<file path="src/sv/gia_pkg.sv">
// ----------------------------------------------------------------------------
// Generational id allocator package
// Sizes, request and status codes, register indexes and shared types.
// ----------------------------------------------------------------------------
package gia_pkg;

    localparam int SLOTS     = 1024;
    localparam int GEN_BITS  = 16;
    localparam int SLOT_W    = $clog2(SLOTS);
    localparam int CNT_W     = $clog2(SLOTS + 1);
    localparam int ID_W      = 11;
    localparam int RES_GEN_W = 16;
    localparam int POOL_W    = 8;
    localparam int LIMIT_W   = 11;
    localparam int CFG_W     = 11;
    localparam int CFG_IDX_W = 1;
    localparam int IN_W      = 16;
    localparam int OUT_W     = 40;

    // request codes
    localparam logic [1:0] REQ_ALLOC = 2'd0;
    localparam logic [1:0] REQ_FREE  = 2'd1;
    localparam logic [1:0] REQ_NEXT  = 2'd2;

    // status codes
    localparam logic [1:0] ST_OK   = 2'd0;
    localparam logic [1:0] ST_NONE = 2'd1;
    localparam logic [1:0] ST_BAD  = 2'd2;

    // register indexes
    localparam logic [CFG_IDX_W-1:0] CFG_POOL_ID    = 1'b0;
    localparam logic [CFG_IDX_W-1:0] CFG_SLOT_LIMIT = 1'b1;

    typedef enum logic [1:0] {
        S_IDLE,
        S_READ,
        S_SCAN,
        S_PUT
    } t_state;

    typedef struct packed {
        logic                live;
        logic [GEN_BITS-1:0] gen;
        logic [SLOT_W-1:0]   link;
    } t_slot_word;

    typedef struct packed {
        logic              re;
        logic              we;
        logic [SLOT_W-1:0] addr;
        t_slot_word        wdata;
    } t_mem_req;

    typedef struct packed {
        logic [1:0]           status;
        logic [ID_W-1:0]      id;
        logic [RES_GEN_W-1:0] gen;
        logic [POOL_W-1:0]    pool;
    } t_result;

endpackage

</file>
<file path="src/sv/gia_seq.sv">
// ----------------------------------------------------------------------------
// Allocator sequencer
// Decodes requests, drives the slot store and builds one result per item.
// ----------------------------------------------------------------------------
module gia_seq (
    input  logic                          i_clk,
    input  logic                          i_rst_n,
    input  logic                          i_in_valid,
    output logic                          o_in_ready,
    input  logic [1:0]                    i_req,
    input  logic [gia_pkg::ID_W-1:0]      i_oid,
    input  logic [gia_pkg::POOL_W-1:0]    i_pool_id,
    input  logic [gia_pkg::LIMIT_W-1:0]   i_slot_limit,
    output gia_pkg::t_mem_req             o_mem,
    input  gia_pkg::t_slot_word           i_rd,
    output logic                          o_res_valid,
    output gia_pkg::t_result              o_res,
    input  logic                          i_res_take
);
    import gia_pkg::*;

    t_state            r_state, n_state;
    logic [SLOT_W-1:0] r_slot, n_slot;
    logic              r_is_free, n_is_free;
    logic [SLOT_W-1:0] r_free_head, n_free_head;
    logic [CNT_W-1:0]  r_free_cnt, n_free_cnt;
    logic [CNT_W-1:0]  r_fresh, n_fresh;
    t_result           r_res, n_res;

    logic                accept;
    logic [LIMIT_W-1:0]  limit;
    logic                bad_free;
    logic                next_none;
    logic [CNT_W-1:0]    scan_next;
    logic                scan_end;
    logic [GEN_BITS-1:0] gen_inc;
    logic [ID_W-1:0]     slot_id;

    assign accept    = i_in_valid && (r_state == S_IDLE);
    assign limit     = (i_slot_limit > LIMIT_W'(SLOTS)) ? LIMIT_W'(SLOTS) : i_slot_limit;
    assign bad_free  = (i_oid == '0) || (i_oid > ID_W'(r_fresh));
    assign next_none = (i_oid >= ID_W'(r_fresh));
    assign scan_next = CNT_W'(r_slot) + CNT_W'(1);
    assign scan_end  = (scan_next >= r_fresh);
    assign gen_inc   = i_rd.gen + GEN_BITS'(1);
    assign slot_id   = ID_W'(r_slot) + ID_W'(1);

    always_comb begin
        n_state = r_state;
        case (r_state)
            S_IDLE: begin
                if (accept) begin
                    case (i_req)
                        REQ_ALLOC: n_state = (r_free_cnt != '0) ? S_READ : S_PUT;
                        REQ_FREE:  n_state = bad_free ? S_PUT : S_READ;
                        REQ_NEXT:  n_state = next_none ? S_PUT : S_SCAN;
                        default:   n_state = S_PUT;
                    endcase
                end
            end
            S_READ: n_state = S_PUT;
            S_SCAN: begin
                if (i_rd.live || scan_end) begin
                    n_state = S_PUT;
                end
            end
            S_PUT: begin
                if (i_res_take) begin
                    n_state = S_IDLE;
                end
            end
            default: n_state = S_IDLE;
        endcase
    end

    always_comb begin
        o_mem       = '0;
        n_slot      = r_slot;
        n_is_free   = r_is_free;
        n_free_head = r_free_head;
        n_free_cnt  = r_free_cnt;
        n_fresh     = r_fresh;
        n_res       = r_res;
        case (r_state)
            S_IDLE: begin
                if (accept) begin
                    n_res = '{status: ST_BAD, default: '0};
                    case (i_req)
                        REQ_ALLOC: begin
                            if (r_free_cnt != '0) begin
                                // pop the list head; link comes back with the read
                                o_mem.re  = 1'b1;
                                o_mem.addr = r_free_head;
                                n_slot    = r_free_head;
                                n_is_free = 1'b0;
                            end else if (r_fresh < CNT_W'(limit)) begin
                                o_mem.we         = 1'b1;
                                o_mem.addr       = r_fresh[SLOT_W-1:0];
                                o_mem.wdata.live = 1'b1;
                                o_mem.wdata.gen  = GEN_BITS'(1);
                                n_fresh          = r_fresh + CNT_W'(1);
                                n_res.status     = ST_OK;
                                n_res.id         = ID_W'(r_fresh) + ID_W'(1);
                                n_res.gen        = RES_GEN_W'(1);
                                n_res.pool       = i_pool_id;
                            end else begin
                                n_res.status = ST_NONE;
                            end
                        end
                        REQ_FREE: begin
                            if (!bad_free) begin
                                o_mem.re   = 1'b1;
                                o_mem.addr = SLOT_W'(i_oid - ID_W'(1));
                                n_slot     = SLOT_W'(i_oid - ID_W'(1));
                                n_is_free  = 1'b1;
                            end
                        end
                        REQ_NEXT: begin
                            if (next_none) begin
                                n_res.status = ST_NONE;
                            end else begin
                                o_mem.re   = 1'b1;
                                o_mem.addr = SLOT_W'(i_oid);
                                n_slot     = SLOT_W'(i_oid);
                            end
                        end
                        default: ;
                    endcase
                end
            end
            S_READ: begin
                if (r_is_free) begin
                    if (i_rd.live) begin
                        // advance generation, push slot onto the free list
                        o_mem.we         = 1'b1;
                        o_mem.addr       = r_slot;
                        o_mem.wdata.live = 1'b0;
                        o_mem.wdata.gen  = gen_inc;
                        o_mem.wdata.link = r_free_head;
                        n_free_head      = r_slot;
                        n_free_cnt       = r_free_cnt + CNT_W'(1);
                        n_res            = '{ST_OK, slot_id, RES_GEN_W'(gen_inc), i_pool_id};
                    end
                end else begin
                    o_mem.we         = 1'b1;
                    o_mem.addr       = r_slot;
                    o_mem.wdata.live = 1'b1;
                    o_mem.wdata.gen  = i_rd.gen;
                    o_mem.wdata.link = i_rd.link;
                    n_free_head      = i_rd.link;
                    n_free_cnt       = r_free_cnt - CNT_W'(1);
                    n_res            = '{ST_OK, slot_id, RES_GEN_W'(i_rd.gen), i_pool_id};
                end
            end
            S_SCAN: begin
                if (i_rd.live) begin
                    n_res = '{ST_OK, slot_id, RES_GEN_W'(i_rd.gen), i_pool_id};
                end else if (scan_end) begin
                    n_res = '{status: ST_NONE, default: '0};
                end else begin
                    o_mem.re   = 1'b1;
                    o_mem.addr = scan_next[SLOT_W-1:0];
                    n_slot     = scan_next[SLOT_W-1:0];
                end
            end
            default: ;
        endcase
    end

    always_ff @(posedge i_clk) begin
        if (!i_rst_n) begin
            r_state     <= S_IDLE;
            r_free_head <= '0;
            r_free_cnt  <= '0;
            r_fresh     <= '0;
        end else begin
            r_state     <= n_state;
            r_free_head <= n_free_head;
            r_free_cnt  <= n_free_cnt;
            r_fresh     <= n_fresh;
        end
        r_slot    <= n_slot;
        r_is_free <= n_is_free;
        r_res     <= n_res;
    end

    assign o_in_ready  = (r_state == S_IDLE);
    assign o_res_valid = (r_state == S_PUT);
    assign o_res       = r_res;

endmodule

</file>
<file path="config.mk">
export PLATFORM = sky130hd
export DESIGN_NAME = gia_seq
export DESIGN_NICKNAME = d
export VERILOG_FILES = /design/src/sv/gia_pkg.sv /design/src/sv/gia_seq.sv
export SDC_FILE = /design/constraint.sdc
export NUM_CORES = 1
export LEC_CHECK = 0
export ABC_AREA = 1
export BUFFER_PORTS_ARGS = -buffer_cell sky130_fd_sc_hd__buf_2
export CAP_MARGIN = 20
export CORE_MARGIN = 1
export CORE_UTILIZATION = 51
export CTS_CLUSTER_SIZE = 40
export DETAILED_ROUTE_END_ITERATION = 10
export GPL_ROUTABILITY_DRIVEN = 0
export PLACE_DENSITY_LB_ADDON = 0.25
export SYNTH_ARGS = -nofsm -noshare
export SYNTH_HDL_FRONTEND = slang
export SYNTH_SLANG_ARGS = --single-unit
</file>
<file path="constraint.sdc">
create_clock -name i_clk -period 3.3 [get_ports i_clk]
set_input_delay 0.165 -clock i_clk [delete_from_list [all_inputs] [get_ports i_clk]]
set_output_delay 0.165 -clock i_clk [all_outputs]
set_load 0.03 [all_outputs]
</file>
==> run_results.csv, run 1 <==
group,metric,value,unit
outcome,outcome,"complete, but fails checks",
outcome,violations,"setup timing",
critical_path,path_common_cell,"nand2_2",
critical_path,crit_path_start,"r_slot[0]",
final_layout,seq_area,2120,um2
logic_synthesis,synth-seq-area-share,0.313,
grt,grt_pass1_wl,32.6,mm
clocking,cts_buffer_depth,2,
logic_synthesis,synth_area_leader_cell,"edfxtp_1",
logic_synthesis,yosysWarnings,0,
logic_synthesis,syn_area_per_cell,6.87,um2
timing,slew_headroom,0.505,
power_and_ir_drop,peakVddDrop,407,uV
grt,antenna_found_initial,0,
critical_path,r2r-start,"r_slot[0]",
worst_hold_path,hp-start,"i_pool_id[2]",
critical_path,cp_max_fo,5,
power_and_ir_drop,p_switching,0.00311,W
detailed_routing,num_vias,7259,
critical_path,critPathRequiredTime,3130,ps
final_layout,multiInputGateArea,4170,um2
detailed_routing,routed_wirelength,21.2,mm
power_and_ir_drop,clockPowerShare,0.151,
grt,grt_pass1_vias,6407,
final_layout,fin_util,0.652,
clocking,cts_buffers,9,
detailed_routing,drc,0,
timing,rsz0062_at_grt,"true",
clocking,cts-root-buf,"clkbuf_16",
power_and_ir_drop,power_density,761,nW/um2
placed_design,numPortBuffers,140,
logic_synthesis,synthesis.area,6790,um2
clocking,cts_tree,"built",
logic_synthesis,netlist.area_leader.share,0.212,
die,chipHeight,117,um
timing,setup_ws,-152,ps
logic_synthesis,async_flop_share,0,
grt,grt_max_degree,31,
die,start_util,0.531,
clocking,htreeDepth,3,
logic_synthesis,synthCells,988,
logic_synthesis,synth_edf_count,48,
timing,fmax,0.290,GHz
timing,fin_crit,3450,ps
final_layout,antennaDiodeCount,0,
logic_synthesis,ys_ff_latch,82,
critical_path,crit_family,"simple AND/OR/NAND/NOR gates",
flow_run,maxCapViolCount,0,
clocking,postCtsHoldBufs,0,
die,fp.dieW,117,um
worst_hold_path,hold_class,"in2reg",
critical_path,worstPathCellList,"ha_2, nand2_2, nor2_2, nand2_2, inv_2, nand2_2, nand2_1, inv_1, ha_1, a21oi_1, o21ai_0, nand2_1, nand2_2, nor2_2, nand4_1, buf_4, buf_6, o21ai_2, inv_1, a21oi_2, buf_6",
placed_design,dp_hpwl,15.6,mm
power_and_ir_drop,comb_power_share,0.571,
logic_synthesis,ys_types,47,
clocking,clk_pin_slew_worst_paths,60,ps
final_layout,final_nets,1256,
final_layout,fillers,1128,
final_layout,drive_above_1_share,0.229,
timing,finalClockSkew,13.9,ps
final_layout,layoutNonFillerInstCount,1314,
detailed_routing,drtAntennaViolNets,0,
detailed_routing,drtIter0Drc,807,
grt,grt-ovfl-total,0,
logic_synthesis,yosysMostFrequentCell,"nand2_1",
timing,hold_viol,0,
critical_path,cp_num_buf_inv,6,
power_and_ir_drop,p_int,0.00323,W
timing,finalMaxSlewViolations,0,
timing,fin_hold_ws,125,ps
critical_path,critical_path_class,"reg2out",
critical_path,slowest_stage,"edfxtp_1",
power_and_ir_drop,switching_share,0.490,
die,rows,41,
final_layout,area_growth,22.8,%
detailed_routing,via_per_inst,5.52,
logic_synthesis,syn-num-nets,1107,
power_and_ir_drop,seqPwrFrac,0.278,
critical_path,max_stage_delay,370,ps
die,dieArea,13800,um2
critical_path,worstPathArrival,3290,ps
clocking,clock_insertion_delay_worst_skew,350,ps
die,io_pins,141,
logic_synthesis,ys.flop_type,"edfxtp_1",
timing,finalCritPeriodShare,1.05,
logic_synthesis,synth_commonest_cells,"nand2_1, inv_1, nor2_1, a21oi_1, o21ai_0",
timing,setup_viol,11,
detailed_routing,dr.pass1.iters,5,
power_and_ir_drop,p_leak,4.02,nW
detailed_routing,wl_per_cell,16.1,um
grt,grtUsageTotal,0.297,
critical_path,critPathLaunchType,"flop",
logic_synthesis,yosys-top-cells-area,"edfxtp_1, nand2_1, ha_1",
placed_design,dp_cells,1283,
die,core,12800,um2
critical_path,critPathCaptureType,"output port",
clocking,cts.sinks,82,
timing,worst_slew_pin_slew,740,ps
[per-layer routing]
layer,track usage,up-vias,routed length [um]
met3,0.0574,50,2130
met5,0,-,0
met1,0.410,3229,9000
met2,0.464,399,9500
met4,0.0950,0,580
li1,-,3581,-
[sequential cells by signal, indices dropped and copies added, names as in the netlist]
register and flops:
r_slot 10, r_state 2, o_res 37, r_is_free 1, r_free_cnt 11, r_free_head 10
r_fresh 11
[layout by cell type (no fill, tap or decap), types with 3 or more instances in the layout]
cell / Yosys / layout
o211ai_1: 5 / 5
nand3_1: 45 / 44
inv_2: 4 / 7
nor3_1: 6 / 5
o21ai_1: 5 / 6
buf_4: 2 / 31
clkinv_1: 3 / 3
nand4_1: 29 / 29
o21bai_1: 3 / 3
inv_1: 124 / 120
or2_2: 5 / 5
o21ai_2: 0 / 7
nor4_1: 4 / 3
clkbuf_16: 0 / 11
edfxtp_1: 48 / 48
nand2_1: 248 / 241
a21oi_1: 79 / 70
nor2_1: 103 / 97
buf_6: 1 / 9
nor2_2: 11 / 15
a21oi_2: 7 / 15
xnor2_1: 7 / 7
o21ai_0: 63 / 55
nand2_2: 4 / 11
dfxtp_1: 34 / 34
clkinvlp_4: 0 / 4
xor2_1: 19 / 19
ha_1: 55 / 52
a31oi_1: 6 / 6
o22ai_1: 17 / 17
buf_2: 11 / 129
[worst min-delay path, stage by stage]
cell and delay, ps:
buf_2 70, inv_1 30, nor2_1 80
[path summary, 6_finish.rpt]
path / end / slack [ps] / depth (start not counted)
max: o_mem[33] / -150 / 21
min: o_res[2] / 130 / 3
max reg2reg: o_res[15] / 60 / 20
min reg2reg: r_free_head[3] / 520 / 2
[per-stage QoR]
stage          cell area, um2  setup TNS (ps)  total power [W]  setup slack [ps]
3_3_place_gp             7690               0          0.00500               303
4_1_cts                  8120            -529          0.00607             -34.6
2_1_floorplan            6790               0          0.00405               114
6_report                 8330           -1150          0.00634              -152
3_5_place_dp             7690               0          0.00502               200
5_1_grt                  8330           -5270          0.00671              -310
[final cells by class]
cell class,count,area share
Tap cell,172,0.0258
Clock buffer,10,0.0275
Timing Repair Buffer,172,0.126
Clock inverter,6,0.00616
Sequential cell,82,0.255
Multi-Input combinational cell,741,0.500
Inverter,131,0.0595
[power by group through the flow]
| stage | combinational (W) | clock, W | sequential [W] |
|---|---|---|---|
| 3_3_place_gp | 0.00323 | 0 | 0.00177 |
| 2_1_floorplan | 0.00185 | 0 | 0.00220 |
| 3_5_place_dp | 0.00325 | 0 | 0.00177 |
| 6_report | 0.00362 | 0.000958 | 0.00176 |
| 4_1_cts | 0.00335 | 0.000968 | 0.00175 |
| 5_1_grt | 0.00391 | 0.00100 | 0.00180 |
[cell families (layout without fill, tap and decap cells)]
family,after synthesis,after routing,share of synthesized area
compound gates,193,193,0.158
xor+xnor,26,26,0.0336
fa+ha+maj,56,56,0.104
buf+inv,165,319,0.0955
flops,82,82,0.313
simple gates,466,466,0.295
[what timing repair did]
action,in CTS,in global routing
setup endpoints to repair,10,48
pin swaps,6,24
gates resized for setup,34,38
buffers inserted,6,7
cloned,1,2
Note: power is estimated with default switching activity, not from simulation.
==> run 2: changes to the inputs <==
--- a/config.mk
+++ b/config.mk
@@ -6,7 +6,7 @@
 export NUM_CORES = 1
 export LEC_CHECK = 0
 export ABC_AREA = 1
-export BUFFER_PORTS_ARGS = -buffer_cell sky130_fd_sc_hd__buf_2
+export BUFFER_PORTS_ARGS = -buffer_cell sky130_fd_sc_hd__clkbuf_2
 export CAP_MARGIN = 20
 export CORE_MARGIN = 1
 export CORE_UTILIZATION = 51
==> run 2 against run 1 <==
Net effect:
- the run still ends with setup timing left
- die area unchanged
- sequential share of layout area about the same
- register-to-register slack better by 100 ps
- non-clock buffer count shrank 3
- hold slack got worse by 16 ps
- count of clock-buffer cells in the layout unchanged
- via count rose by 0.61%
- wire length fell by 1.1%
- utilization is 0.088 points lower
- maximum frequency increased by 2.4%
- first-iteration DRC count is 9.7% lower
==> run_results.csv, run 2 (same netlist as run 1, synthesis figures left out) <==
group,metric,value,unit
detailed_routing,drtAntennaViolNets,0,
grt,grtUsageTotal,0.297,
timing,fin_crit,3370,ps
critical_path,slowest_stage,"edfxtp_1",
power_and_ir_drop,p_leak,4.01,nW
final_layout,largest_reg_flops,37,
outcome,outcome,"complete, but fails checks",
detailed_routing,dr.pass1.iters,8,
placed_design,dp_hpwl,15.6,mm
die,io_pins,141,
die,rows,41,
critical_path,critPathCaptureType,"output port",
die,fp.dieW,117,um
critical_path,critPathRequiredTime,3130,ps
final_layout,multiInputGateArea,4140,um2
timing,setup_viol,10,
power_and_ir_drop,peakVddDrop,378,uV
critical_path,critPathLaunchType,"flop",
clocking,cts_buffers,9,
timing,slew_headroom,0.479,
flow_run,maxCapViolCount,0,
detailed_routing,drtIter0Drc,729,
timing,rsz0062_at_grt,"true",
detailed_routing,drc,0,
final_layout,final_nets,1253,
die,chipHeight,117,um
critical_path,crit_family,"simple AND/OR/NAND/NOR gates",
placed_design,dp_cells,1285,
clocking,clock_insertion_delay_worst_skew,350,ps
clocking,htreeDepth,3,
placed_design,numPortBuffers,140,
outcome,violations,"setup timing",
critical_path,cp_max_fo,5,
clocking,postCtsHoldBufs,0,
timing,worst_slew_pin_slew,778,ps
clocking,cts_buffer_depth,2,
final_layout,antennaDiodeCount,0,
critical_path,crit_path_start,"r_slot[1]",
detailed_routing,num_vias,7303,
timing,hold_viol,0,
worst_hold_path,hold_class,"in2reg",
die,start_util,0.531,
timing,finalCritPeriodShare,1.02,
die,dieArea,13800,um2
clocking,cts.sinks,82,
timing,fmax,0.297,GHz
timing,setup_ws,-71.4,ps
final_layout,drive_above_1_share,0.224,
critical_path,max_stage_delay,360,ps
clocking,clk_pin_slew_worst_paths,60,ps
final_layout,area_growth,22.6,%
final_layout,layout_common_cells,"nand2_1, clkbuf_2, inv_1",
grt,grt_pass1_vias,6510,
critical_path,worstPathArrival,3210,ps
timing,finalClockSkew,8.95,ps
detailed_routing,wl_per_cell,16.0,um
placed_design,dpl_worst_slack,150,ps
die,core,12800,um2
grt,antenna_found_initial,1,
grt,grt_max_degree,31,
clocking,cts-root-buf,"clkbuf_16",
worst_hold_path,hp-start,"i_rd[6]",
timing,finalMaxSlewViolations,0,
critical_path,cp_num_buf_inv,5,
final_layout,final_common_cell,"nand2_1",
critical_path,worstPathCellList,"ha_2, nand2_2, nor2_2, nand2_2, inv_2, nand4_1, nor2_2, ha_1, a21oi_2, o21a_1, nand2_1, nor2_2, nand4_1, buf_6, buf_8, o21ai_2, inv_1, a21oi_2, buf_6",
power_and_ir_drop,power_density,771,nW/um2
final_layout,fin_util,0.651,
power_and_ir_drop,power,0.00641,W
timing,setup_tns,-453,ps
critical_path,path_common_cell,"nor2_2",
grt,grt_pass1_wl,32.6,mm
grt,grt-ovfl-total,0,
final_layout,seq_area,2120,um2
final_layout,fillers,1146,
critical_path,critical_path_class,"reg2out",
critical_path,r2r-start,"r_slot[0]",
detailed_routing,routed_wirelength,21.0,mm
final_layout,layoutNonFillerInstCount,1311,
clocking,cts_tree,"built",
detailed_routing,via_per_inst,5.57,
[run 2: cell types whose count changed in the layout (fill, tap and decap cells not counted), sizes merged]
cell	change
inv	+1
buf	-131
clkbuf	+128
bufinv	+2
clkinvlp	-3
[run 2: tightest hold or removal path: stages]
cell and delay, ps:
clkbuf_2 80, nand2_1 80, a31oi_1 80
[run 2: final timing paths]
path	end	slack (ps)	depth (start not counted)
worst min-delay path	r_free_head[6]	110	3
worst max register to register	o_res[26]	160	17
worst min register to register	r_free_cnt[9]	530	2
worst max-delay path	o_mem[31]	-70	19
[run 2: per-layer routing]
layer | vias up | global-route usage | share of wire
li1 | 3576 | - | -
met1 | 3313 | 0.405 | 0.44
met2 | 373 | 0.480 | 0.45
met3 | 41 | 0.0564 | 0.093
met4 | 0 | 0.0779 | 0.023
met5 | - | 0 | 0
[run 2: final cells by class]
type                       instances  share of cell area
clock buffer                      10              0.0287
clock inverter                     6              0.0117
inverter                         131              0.0595
multi-input combinational        741               0.498
sequential                        82               0.255
tap                              172              0.0259
timing repair buffer             169               0.121
[run 2: per-stage QoR]
| step | area (um2) | hold WS (ps) |
|---|---|---|
| after floorplan | 6790 | 347 |
| after global placement | 7700 | 455 |
| after detailed placement | 7700 | 455 |
| after CTS | 8160 | 92.2 |
| after global routing | 8320 | 119 |
| final | 8320 | 109 |
[run 2: timing repair]
action,4_1_cts,5_1_grt
endpoints found under the setup margin,10,41
setup buffers,6,4
cloned,1,0
pin swaps,5,19
resized for setup,25,55
[run 2: power by group]
group	switching, W	internal (W)	total, W	leakage [nW]
combinational	0.00244	0.00108	0.00352	3.08
sequential	0.000197	0.00156	0.00176	0.773
clock	0.000439	0.000694	0.00113	0.165
